[config.mk]
export PLATFORM = sky130hd
export DESIGN_NAME = key_debounce_long_press_top
export DESIGN_NICKNAME = d
export VERILOG_FILES = /design/src/rtl/kdlp_pkg.sv /design/src/rtl/kdlp_cfg.sv /design/src/rtl/kdlp_core.sv /design/src/rtl/key_debounce_long_press_top.sv
export SDC_FILE = /design/constraint.sdc
export NUM_CORES = 1
export LEC_CHECK = 0
export ABC_AREA = 1
export BUFFER_PORTS_ARGS = -buffer_cell sky130_fd_sc_hd__buf_2
export CAP_MARGIN = 20
export CORE_MARGIN = 3
export CORE_UTILIZATION = 25
export DETAILED_ROUTE_END_ITERATION = 16
export SLEW_MARGIN = 20
export SYNTH_ARGS = -nofsm -noshare
export SYNTH_HDL_FRONTEND = slang
export SYNTH_SLANG_ARGS = --single-unit
[constraint.sdc]
create_clock -name clk -period 3 [get_ports clk]
set_clock_uncertainty 0.1 [all_clocks]
set_input_delay 0 -clock clk [delete_from_list [all_inputs] [get_ports clk]]
set_output_delay 0 -clock clk [all_outputs]
set_load 0.005 [all_outputs]
[src/rtl/kdlp_pkg.sv]
// ----------------------------------------------------------------------------
// kdlp_pkg
// Shared types and constants for the key debounce and long press block.
// ----------------------------------------------------------------------------
package kdlp_pkg;

	localparam int NUM_KEYS = 7;
	localparam int CNT_W    = 16;
	localparam int DEB_W    = 8;
	localparam int MODE_W   = 2;
	localparam int IDX_W    = 2;
	localparam int CFG_W    = 16;
	localparam int IN_W     = 16;
	localparam int OUT_W    = 16;

	typedef logic [NUM_KEYS-1:0] keys_t;
	typedef logic [CNT_W-1:0]    cnt_t;
	typedef logic [MODE_W-1:0]   mode_t;
	typedef logic [IDX_W-1:0]    cfg_idx_t;

	localparam keys_t BTN_TEMP     = keys_t'(7'h04);
	localparam keys_t BTN_STEAM    = keys_t'(7'h10);
	localparam keys_t BTN_HOTWATER = keys_t'(7'h20);
	localparam keys_t COMBO_CLEAN  = BTN_STEAM | BTN_HOTWATER;

	localparam mode_t MODE_IDLE  = 2'd0;
	localparam mode_t MODE_CLEAN = 2'd1;

	localparam cfg_idx_t REG_DEBOUNCE    = 2'd0;
	localparam cfg_idx_t REG_UNIT_TOGGLE = 2'd1;
	localparam cfg_idx_t REG_CLEAN_HOLD  = 2'd2;

	localparam logic [DEB_W-1:0] DEBOUNCE_RESET    = 8'd2;
	localparam cnt_t             UNIT_TOGGLE_RESET = 16'd300;
	localparam cnt_t             CLEAN_HOLD_RESET  = 16'd500;

	typedef struct packed {
		logic [DEB_W-1:0] debounce_ticks;
		cnt_t             unit_toggle_ticks;
		cnt_t             clean_hold_ticks;
	} cfg_t;

	typedef struct packed {
		logic  activity;
		logic  unit_toggle;
		logic  clean_quit;
		logic  clean_start;
		keys_t short_key;
	} result_t;

endpackage

[src/rtl/kdlp_cfg.sv]
// ----------------------------------------------------------------------------
// kdlp_cfg
// Configuration registers for the debounce and hold thresholds.
// ----------------------------------------------------------------------------
module kdlp_cfg
	import kdlp_pkg::*;
(
	input  logic             clk,
	input  logic             arst_n,
	input  logic             cfg_we,
	input  cfg_idx_t         cfg_index,
	input  logic [CFG_W-1:0] cfg_data,
	output cfg_t             cfg
);

	cfg_t cfg_q;

	always_ff @(posedge clk or negedge arst_n) begin
		if (!arst_n) begin
			cfg_q.debounce_ticks    <= DEBOUNCE_RESET;
			cfg_q.unit_toggle_ticks <= UNIT_TOGGLE_RESET;
			cfg_q.clean_hold_ticks  <= CLEAN_HOLD_RESET;
		end else if (cfg_we) begin
			unique case (cfg_index)
				REG_DEBOUNCE:    cfg_q.debounce_ticks    <= cfg_data[DEB_W-1:0];
				REG_UNIT_TOGGLE: cfg_q.unit_toggle_ticks <= cfg_data[CNT_W-1:0];
				REG_CLEAN_HOLD:  cfg_q.clean_hold_ticks  <= cfg_data[CNT_W-1:0];
				default: ;
			endcase
		end
	end

	assign cfg = cfg_q;

endmodule

[src/rtl/kdlp_core.sv]
// ----------------------------------------------------------------------------
// kdlp_core
// Accepted key map, shared hold counter and the per-tick decision logic.
// ----------------------------------------------------------------------------
module kdlp_core
	import kdlp_pkg::*;
(
	input  logic    clk,
	input  logic    arst_n,
	input  logic    adv,
	input  keys_t   keys,
	input  mode_t   mode,
	input  cfg_t    cfg,
	output result_t res
);

	keys_t accepted_q;
	cnt_t  count_q;
	keys_t accepted_d;
	cnt_t  count_d;
	cnt_t  count_inc;
	logic  acc_one_hot;

	assign count_inc   = (count_q == '1) ? count_q : count_q + cnt_t'(1);
	assign acc_one_hot = (accepted_q != '0) && ((accepted_q & (accepted_q - keys_t'(1))) == '0);

	always_comb begin
		accepted_d = accepted_q;
		count_d    = count_q;
		res        = '0;
		if (keys == '0) begin
			// Only a single released key counts as a short press.
			if (acc_one_hot)
				res.short_key = accepted_q;
			accepted_d = '0;
			count_d    = '0;
		end else if (keys == accepted_q) begin
			res.activity = 1'b1;
			count_d      = count_inc;
			// The combo threshold takes priority; the temp check is made only below it.
			if (count_inc >= cfg.clean_hold_ticks) begin
				if (accepted_q == COMBO_CLEAN) begin
					if (mode == MODE_IDLE) begin
						count_d         = '0;
						res.clean_start = 1'b1;
					end else if (mode == MODE_CLEAN) begin
						count_d        = '0;
						res.clean_quit = 1'b1;
					end
				end
			end else if (count_inc >= cfg.unit_toggle_ticks) begin
				if (mode == MODE_IDLE && accepted_q == BTN_TEMP) begin
					count_d         = '0;
					res.unit_toggle = 1'b1;
				end
			end
		end else begin
			count_d = count_inc;
			if (count_inc >= cnt_t'(cfg.debounce_ticks)) begin
				res.activity = 1'b1;
				count_d      = '0;
				accepted_d   = keys;
			end
		end
	end

	always_ff @(posedge clk or negedge arst_n) begin
		if (!arst_n) begin
			accepted_q <= '0;
			count_q    <= '0;
		end else if (adv) begin
			accepted_q <= accepted_d;
			count_q    <= count_d;
		end
	end

	a_events_exclusive: assert property (@(posedge clk) disable iff (!arst_n)
		adv |-> $onehot0({res.clean_start, res.clean_quit, res.unit_toggle}))
		else $error("more than one hold event in one tick");

	a_short_one_hot: assert property (@(posedge clk) disable iff (!arst_n)
		adv |-> $onehot0(res.short_key))
		else $error("short press is not one-hot");

	a_release_clears: assert property (@(posedge clk) disable iff (!arst_n)
		adv && keys == '0 |=> accepted_q == '0 && count_q == '0)
		else $error("release did not clear the key state");

	a_hold_event_clears: assert property (@(posedge clk) disable iff (!arst_n)
		adv && (res.clean_start || res.clean_quit || res.unit_toggle) |=> count_q == '0)
		else $error("hold event did not clear the counter");

	a_idle_state: assert property (@(posedge clk) disable iff (!arst_n)
		!adv |=> $stable(accepted_q) && $stable(count_q))
		else $error("key state changed without an item");

endmodule

[src/rtl/key_debounce_long_press_top.sv]
// ----------------------------------------------------------------------------
// key_debounce_long_press_top
// Key debounce with short press, unit toggle and cleaning combo detection.
// ----------------------------------------------------------------------------
// Throughput: one item per clock unless the output stalls on m_tready; the key state updates once per item.
// An input register and an output register part the two stream sides.
// Reset clears the accepted key map, the hold counter and both valid flags,
// and loads the thresholds with their default values.
module key_debounce_long_press_top
	import kdlp_pkg::*;
(
	input  logic             clk,
	input  logic             arst_n,
	input  logic             s_tvalid,
	output logic             s_tready,
	input  logic [IN_W-1:0]  s_tdata,   // [6:0] key_bits, [8:7] device_mode
	output logic             m_tvalid,
	input  logic             m_tready,
	output logic [OUT_W-1:0] m_tdata,   // [6:0] short_key, [7] clean_start,
	                                    // [8] clean_quit, [9] unit_toggle, [10] activity
	input  logic             cfg_we,
	input  cfg_idx_t         cfg_index,
	input  logic [CFG_W-1:0] cfg_data
);

	logic    valid_s1;
	keys_t   keys_s1;
	mode_t   mode_s1;
	logic    out_valid_q;
	result_t out_q;
	logic    adv;
	result_t res;
	cfg_t    cfg;

	assign adv      = valid_s1 && (!out_valid_q || m_tready);
	assign s_tready = !valid_s1 || adv;

	always_ff @(posedge clk or negedge arst_n) begin
		if (!arst_n)
			valid_s1 <= 1'b0;
		else if (s_tready)
			valid_s1 <= s_tvalid;
	end

	always_ff @(posedge clk) begin
		if (s_tready && s_tvalid) begin
			keys_s1 <= s_tdata[NUM_KEYS-1:0];
			mode_s1 <= s_tdata[NUM_KEYS +: MODE_W];
		end
	end

	kdlp_cfg u_cfg (
		.clk       (clk),
		.arst_n    (arst_n),
		.cfg_we    (cfg_we),
		.cfg_index (cfg_index),
		.cfg_data  (cfg_data),
		.cfg       (cfg)
	);

	kdlp_core u_core (
		.clk    (clk),
		.arst_n (arst_n),
		.adv    (adv),
		.keys   (keys_s1),
		.mode   (mode_s1),
		.cfg    (cfg),
		.res    (res)
	);

	always_ff @(posedge clk or negedge arst_n) begin
		if (!arst_n)
			out_valid_q <= 1'b0;
		else if (adv)
			out_valid_q <= 1'b1;
		else if (m_tready)
			out_valid_q <= 1'b0;
	end

	always_ff @(posedge clk) begin
		if (adv)
			out_q <= res;
	end

	assign m_tvalid = out_valid_q;
	assign m_tdata  = OUT_W'(out_q);

endmodule
[After elaboration in Yosys (flattened, before gate mapping)]
Index checks and enable logic that the tools add are counted.
W data, S select, Z words.
Storage, ports and cells
  bits of input ports: 39
  output and inout port bits: 18
  register bits after elaboration: 85
  word-level logic and storage cells: 75
Cells by class
  bitwise logic cells: 5
  add/sub/neg operators: 2
  muxes and demuxes: 20
  equal/unequal tests: 8
  reductions and logical operators: 23
  magnitude comparators: 3
Operator list (count)
  $mux W16: 10
  $ge A16 B16 Y1: 2
  $mux W7: 3
  $add A16 B1 Y16 const B: 1
  $eq A16 B16 Y1 const B: 1
  $ge A16 B8 Y1: 1
  $logic_not A7 Y1: 2
  $reduce_and A2 Y1: 4
  $reduce_or A4 Y1: 2
  $and A7 B7 Y7: 1
  $eq A7 B3 Y1 const B: 1
  $eq A7 B6 Y1 const B: 1
  $eq A7 B7 Y1: 1
  $mux W1: 7
  $reduce_bool A7 Y1: 1
  $sub A7 B1 Y7 const B: 1
  $reduce_or A5 Y1: 1
  $eq A2 B1 Y1 const B: 2
  $logic_and A1 B1 Y1: 4
  $logic_not A2 Y1: 2
  $not A1 Y1: 4
  $reduce_bool A2 Y1: 2
  $reduce_and A3 Y1: 1
  $eq A2 B2 Y1 const B: 1
  other kinds (3): 5

[Depth between registers and ports, before layout]
  depth in word-level cells: 8
  gate-level depth with buffers: 33
  mapped depth without buffers: 32

[Hierarchy]
A second synthesis with hierarchy kept.
Unflattened totals
  cells, all modules: 669
  area total of the unflattened synthesis: 5425.2 µm²
By module, submodules not included
  kdlp_core: cells each 452, instances 1, area an instance 2894.0 µm², seq. area each 575.6 µm²
  kdlp_cfg: cells each 179, instances 1, area an instance 1794.2 µm², seq. area each 1014.7 µm²
  key_debounce_long_press_top: cells each 38, instances 1, area an instance 737.0 µm², seq. area each 650.6 µm²

[Worst setup path after synthesis]
No wires, ideal clock.
  path type: reg2reg
  start: reg u_core.count_q[0]
  end: reg u_core.count_q[13]
  period minus slack after synthesis: 3082 ps
  cell stages (with the launch flop): 33
  setup time: 117 ps
  buffers on the path: 2
  setup slack: -82 ps
  arrival time: 2866 ps
  required time: 2783 ps
  cell sequence: dfrtp_1 > ha_1 > nand3_1 > inv_2 > nand2_2 > inv_2 > nand3_2 > buf_4 > xor2_1 > ha_1 > inv_1 > nand2_1 > nand2_1 > nand2_1 > nand2_1 > nand2_1 > nand2_1 > nand2_1 > nand2_1 > nand2_1 > nand2_1 > nand2_1 > nand2_1 > nand2_1 > nand2_1 > nand2_1 > clkinv_1 > nand3_2 > nand2_1 > nand2_4 > buf_6 > nand2_1 > nand2_1
Between the ends
  word-level cells in the longest chain between the ends: 8
  elaborated cells on any way between the ends: 15
  those cells by class: add/sub (1); order compare (3); eq/ne (1); mux (10)
Ends and longest elaborated chain
  start, declared: line kdlp_core.sv:18  | cnt_t count_q;
  start signal, assigned: line kdlp_core.sv:73  | count_q <= count_d;
  $add A16 B1 Y16 / $eq A16 B16 Y1 (equally long branches): line kdlp_core.sv:24  | assign count_inc = (count_q == '1) ? count_q : count_q + cnt_t'(1);
  $mux W16 *: line kdlp_core.sv:24
  parallel branches: the longest is 4 deep, another holds $ge A16 B16 Y1
  $mux W16 *: line kdlp_core.sv:37  | end else if (keys == accepted_q) begin
  $mux W16 *: line kdlp_core.sv:31  | if (keys == '0) begin
Mark *: on every way between the ends.
A chain may end at the register's enable or synchronous reset.

[Worst setup path after layout]
  start: reg u_core.count_q[1]
  end: reg u_core.count_q[11]
The elaborated chain is that of the path after synthesis.

==> results.sh <==
export IMPL_run_status="finished, violations left"
export IMPL_violations_in_the_final_reports="setup timing"
export IMPL_cells_after_synthesis=640
export IMPL_cts_made_buffers=9
export IMPL_worst_r2r_startpoint="u_core.count_q[1]$_DFFE_PN0P_"
export IMPL_reg2reg_setup_slack_ns=-0.07
export IMPL_post_layout_total_power_mw=4.17
export IMPL_detailed_place_area_um2=5820
export IMPL_detail_route_first_pass_iterations=4
export IMPL_max_slew_worst_pin_slew_ns=0.978
export IMPL_whs_ns=0.0831
export IMPL_crit_top_cell="nand2_1"
export IMPL_grt_start_max_net_pins=33
export IMPL_rsz0062_at_grt="true"
export IMPL_ff2ff_path_depth=30
export IMPL_grt_pass1_vias=4221
export IMPL_routed_wl_mm=11.7
export IMPL_stdcell_count=1030
export IMPL_worst_r2r_endpoint="u_core.count_q[11]$_DFFE_PN0P_"
export IMPL_grt_pass1_wl_mm=19.8
export IMPL_grt_antenna_before_repair=0
export IMPL_numClockSinks=85
export IMPL_synth_area_leaders="dfrtp_1 (27%), nand2_1 (14%), edfxtp_1 (12%), ha_1 (9.7%), inv_1 (8.3%)"
export IMPL_synth_yosys_warnings=0
export IMPL_period_minus_slack_ns=3.07
export IMPL_vias_per_cell=4.16
export IMPL_cts_root_buf="clkbuf_16"
export IMPL_setup_worst_path_class="register to register"
export IMPL_synth_seq_cells=85
export IMPL_grtUsageTotal=0.110
export IMPL_drt_drc_violations_left=0
export IMPL_setup_total_negative_slack_ns=-1.09
export IMPL_setup_violations_final=18
export IMPL_ys_types=36
export IMPL_rows=51
export IMPL_pre_cts_ws_ns=-0.161
export IMPL_fin_util=0.344
export IMPL_tritoncts="yes"
export IMPL_clock_insertion_delay_worst_skew_ns=0.35
export IMPL_crit_path_start_kind="register"
export IMPL_endpoint_kind="register"
export IMPL_slowest_stage="dfrtp_1"
export IMPL_critical_path_required_ns=3.15
export IMPL_dp_cells=978
export IMPL_post_synth_edffs=20
export IMPL_grt_ovfl_total=0
export IMPL_die_x_um=148
export IMPL_critPathMaxStageDelay_ns=0.38
export IMPL_cp_arrival_ns=3.22
export IMPL_gp_congestion=0.798
export IMPL_cp_endpoint="u_core.count_q[11]$_DFFE_PN0P_"
export IMPL_leakage_nw=3.39
export IMPL_htree_num_levels=3
export IMPL_post_layout_net_count=838
export IMPL_die_area_um2=21800
export IMPL_clkSlewWorstSetupHoldPaths_ns=0.07
export IMPL_dp_hpwl_mm=8.64
export IMPL_drt_wirelength_per_cell_um=11.4
export IMPL_power_density_nw_per_um2=619
export IMPL_antenna_cells_inserted=0
export IMPL_max_cap_violations=0
export IMPL_synth_seq_area_share=0.447
export IMPL_vias=4282
export IMPL_fraction_of_synthesis_flops_using_an_asynchronous_set_or_reset_pin=0.765
export IMPL_yosysTopAreaCellShare=0.270
export IMPL_layout_drive_gt1_share=0.254
export IMPL_maxSlewHeadroom=0.346
export IMPL_effective_utilization_at_floorplan=0.256
export IMPL_peak_fanout_along_the_critical_path=8
export IMPL_synthFlopType="dfrtp_1"
export IMPL_hp_class="input pin to asynchronous set/reset pin"
export IMPL_synthesis_area_um2=5010
export IMPL_clockBufferDepth=2
export IMPL_timing_fmax_mhz=325
export IMPL_max_vdd_ir_drop_mv=0.295
export IMPL_area_delta_synth_final_pct=34.3
export IMPL_synth_largest_area_cell="dfrtp_1"
export IMPL_post_synth_cell_area_avg_um2=7.83
export IMPL_drt_initial_drc_count=199
export IMPL_i_o_buffers=44
export IMPL_coreArea_um2=19600
export IMPL_fin_area_um2=6730
export IMPL_antenna_violating_nets_post_route=0
export IMPL_final_min_period_over_clock_period=1.02
export IMPL_boundaryPins=57
export IMPL_worst_slack_ns=-0.0744
export IMPL_launch_point_of_the_worst_path="u_core.count_q[1]$_DFFE_PN0P_"
export IMPL_drv_slew=0
export IMPL_final_hold_violation_count=0
export IMPL_die_height_um=148
## synthesized netlist by cell type, types with 3 or more instances
cell and n:
a21oi_1 25, buf_4 6, clkbuf_1 10, dfrtp_1 54, dfstp_2 11, edfxtp_1 20
ha_1 39, inv_1 111, inv_2 7, nand2_1 187, nand2_2 4, nand3_1 21
nand3_2 3, nand4_1 6, nor2_1 39, nor2_2 4, nor3_1 9, nor4_1 4
o21ai_0 46, o21ai_1 3, xor2_1 11
## cells in the final DEF (no fill, tap or decap), types with 3 or more instances in the layout
cell type,count
nand3_2,3
nand2_2,29
edfxtp_1,20
nand2_8,3
nor2_4,3
ha_1,36
nor2_2,6
nand2_1,157
nor2_1,34
xor2_1,9
inv_1,108
dfrtp_1,54
nand3_1,19
buf_2,44
a21oi_1,21
o21ai_1,3
nor4_1,4
o21ai_0,44
nand2_4,4
dfstp_2,11
nand4_1,6
clkbuf_16,9
dlygate4sd3_1,30
inv_2,10
conb_1,5
nor3_1,8
buf_4,46
clkinvlp_4,3
## flip-flops by register name (all words and copies together) (netlist names)
register	cells
u_cfg.cfg	40
keys_s1	7
valid_s1	1
u_core.count_q	16
m_tdata	11
u_core.accepted_q	7
m_tvalid	1
mode_s1	2
## cell type report
type / count / area, um^2
Fill cell: 2060 / 12900
Multi-Input combinational cell: 424 / 2530
Sequential cell: 85 / 2240
Timing Repair Buffer: 121 / 877
Inverter: 119 / 449
Tap cell: 265 / 332
Clock buffer: 10 / 239
Clock inverter: 6 / 62.6
## critical path, delay by kind of cell, from the launching register on
family / cells / cell delay [ns]
AND/OR/NAND/NOR: 23 / 1.52
adder cells (fa/ha/maj): 2 / 0.48
flip-flops: 1 / 0.38
AO/OA/AOI/OAI: 1 / 0.26
buffers and inverters: 4 / 0.20
## power breakdown
part | total (mW) | leakage (nW) | switching (mW) | internal [mW]
combinational | 1.51 | 2.25 | 0.863 | 0.645
clock | 1.12 | 0.140 | 0.460 | 0.664
sequential | 1.53 | 1.00 | 0.139 | 1.40
total | 4.17 | 3.39 | 1.46 | 2.70
## worst min-delay path by stage
stage	to	slack, ns
4_1_cts	u_core.accepted_q[3]$_DFFE_PN0P_	0.10
5_1_grt	u_core.accepted_q[3]$_DFFE_PN0P_	0.13
3_3_place_gp	u_core.accepted_q[3]$_DFFE_PN0P_	-0.05
3_5_place_dp	u_core.accepted_q[3]$_DFFE_PN0P_	-0.06
2_1_floorplan	m_tvalid$_DFFE_PN0P_	-0.40
6_report	u_core.accepted_q[3]$_DFFE_PN0P_	0.08
## repair_timing
action / in CTS / in global routing
setup buffers: 4 / 2
endpoints found under the setup margin: 26 / 27
hold buffers: 30 / 0
gates cloned: 1 / 0
resized for setup: 31 / 35
pin swaps: 6 / 9
hold endpoints to repair: 73 / 0
## layer usage
metal	GRT usage	vias to the layer above	part of all wire
met5	0	-	0
met1	0.147	1978	0.49
li1	-	2243	-
met2	0.178	50	0.47
met4	0.0354	0	0.015
met3	0.0239	11	0.030
## logic make-up (layout without fill, tap and decap cells)
group | after synthesis | after routing | share of synthesized area
and+or+nand+nor | 286 | 287 | 0.242
AOI/OAI and AO/OA | 81 | 81 | 0.0844
buffers and inverters | 136 | 256 | 0.108
xor gates and xnor gates | 12 | 12 | 0.0210
other | 1 | 5 | 0.000748
DFF | 85 | 85 | 0.447
adders and majority gates | 39 | 39 | 0.0974
Power figures use the tool's default switching activity.
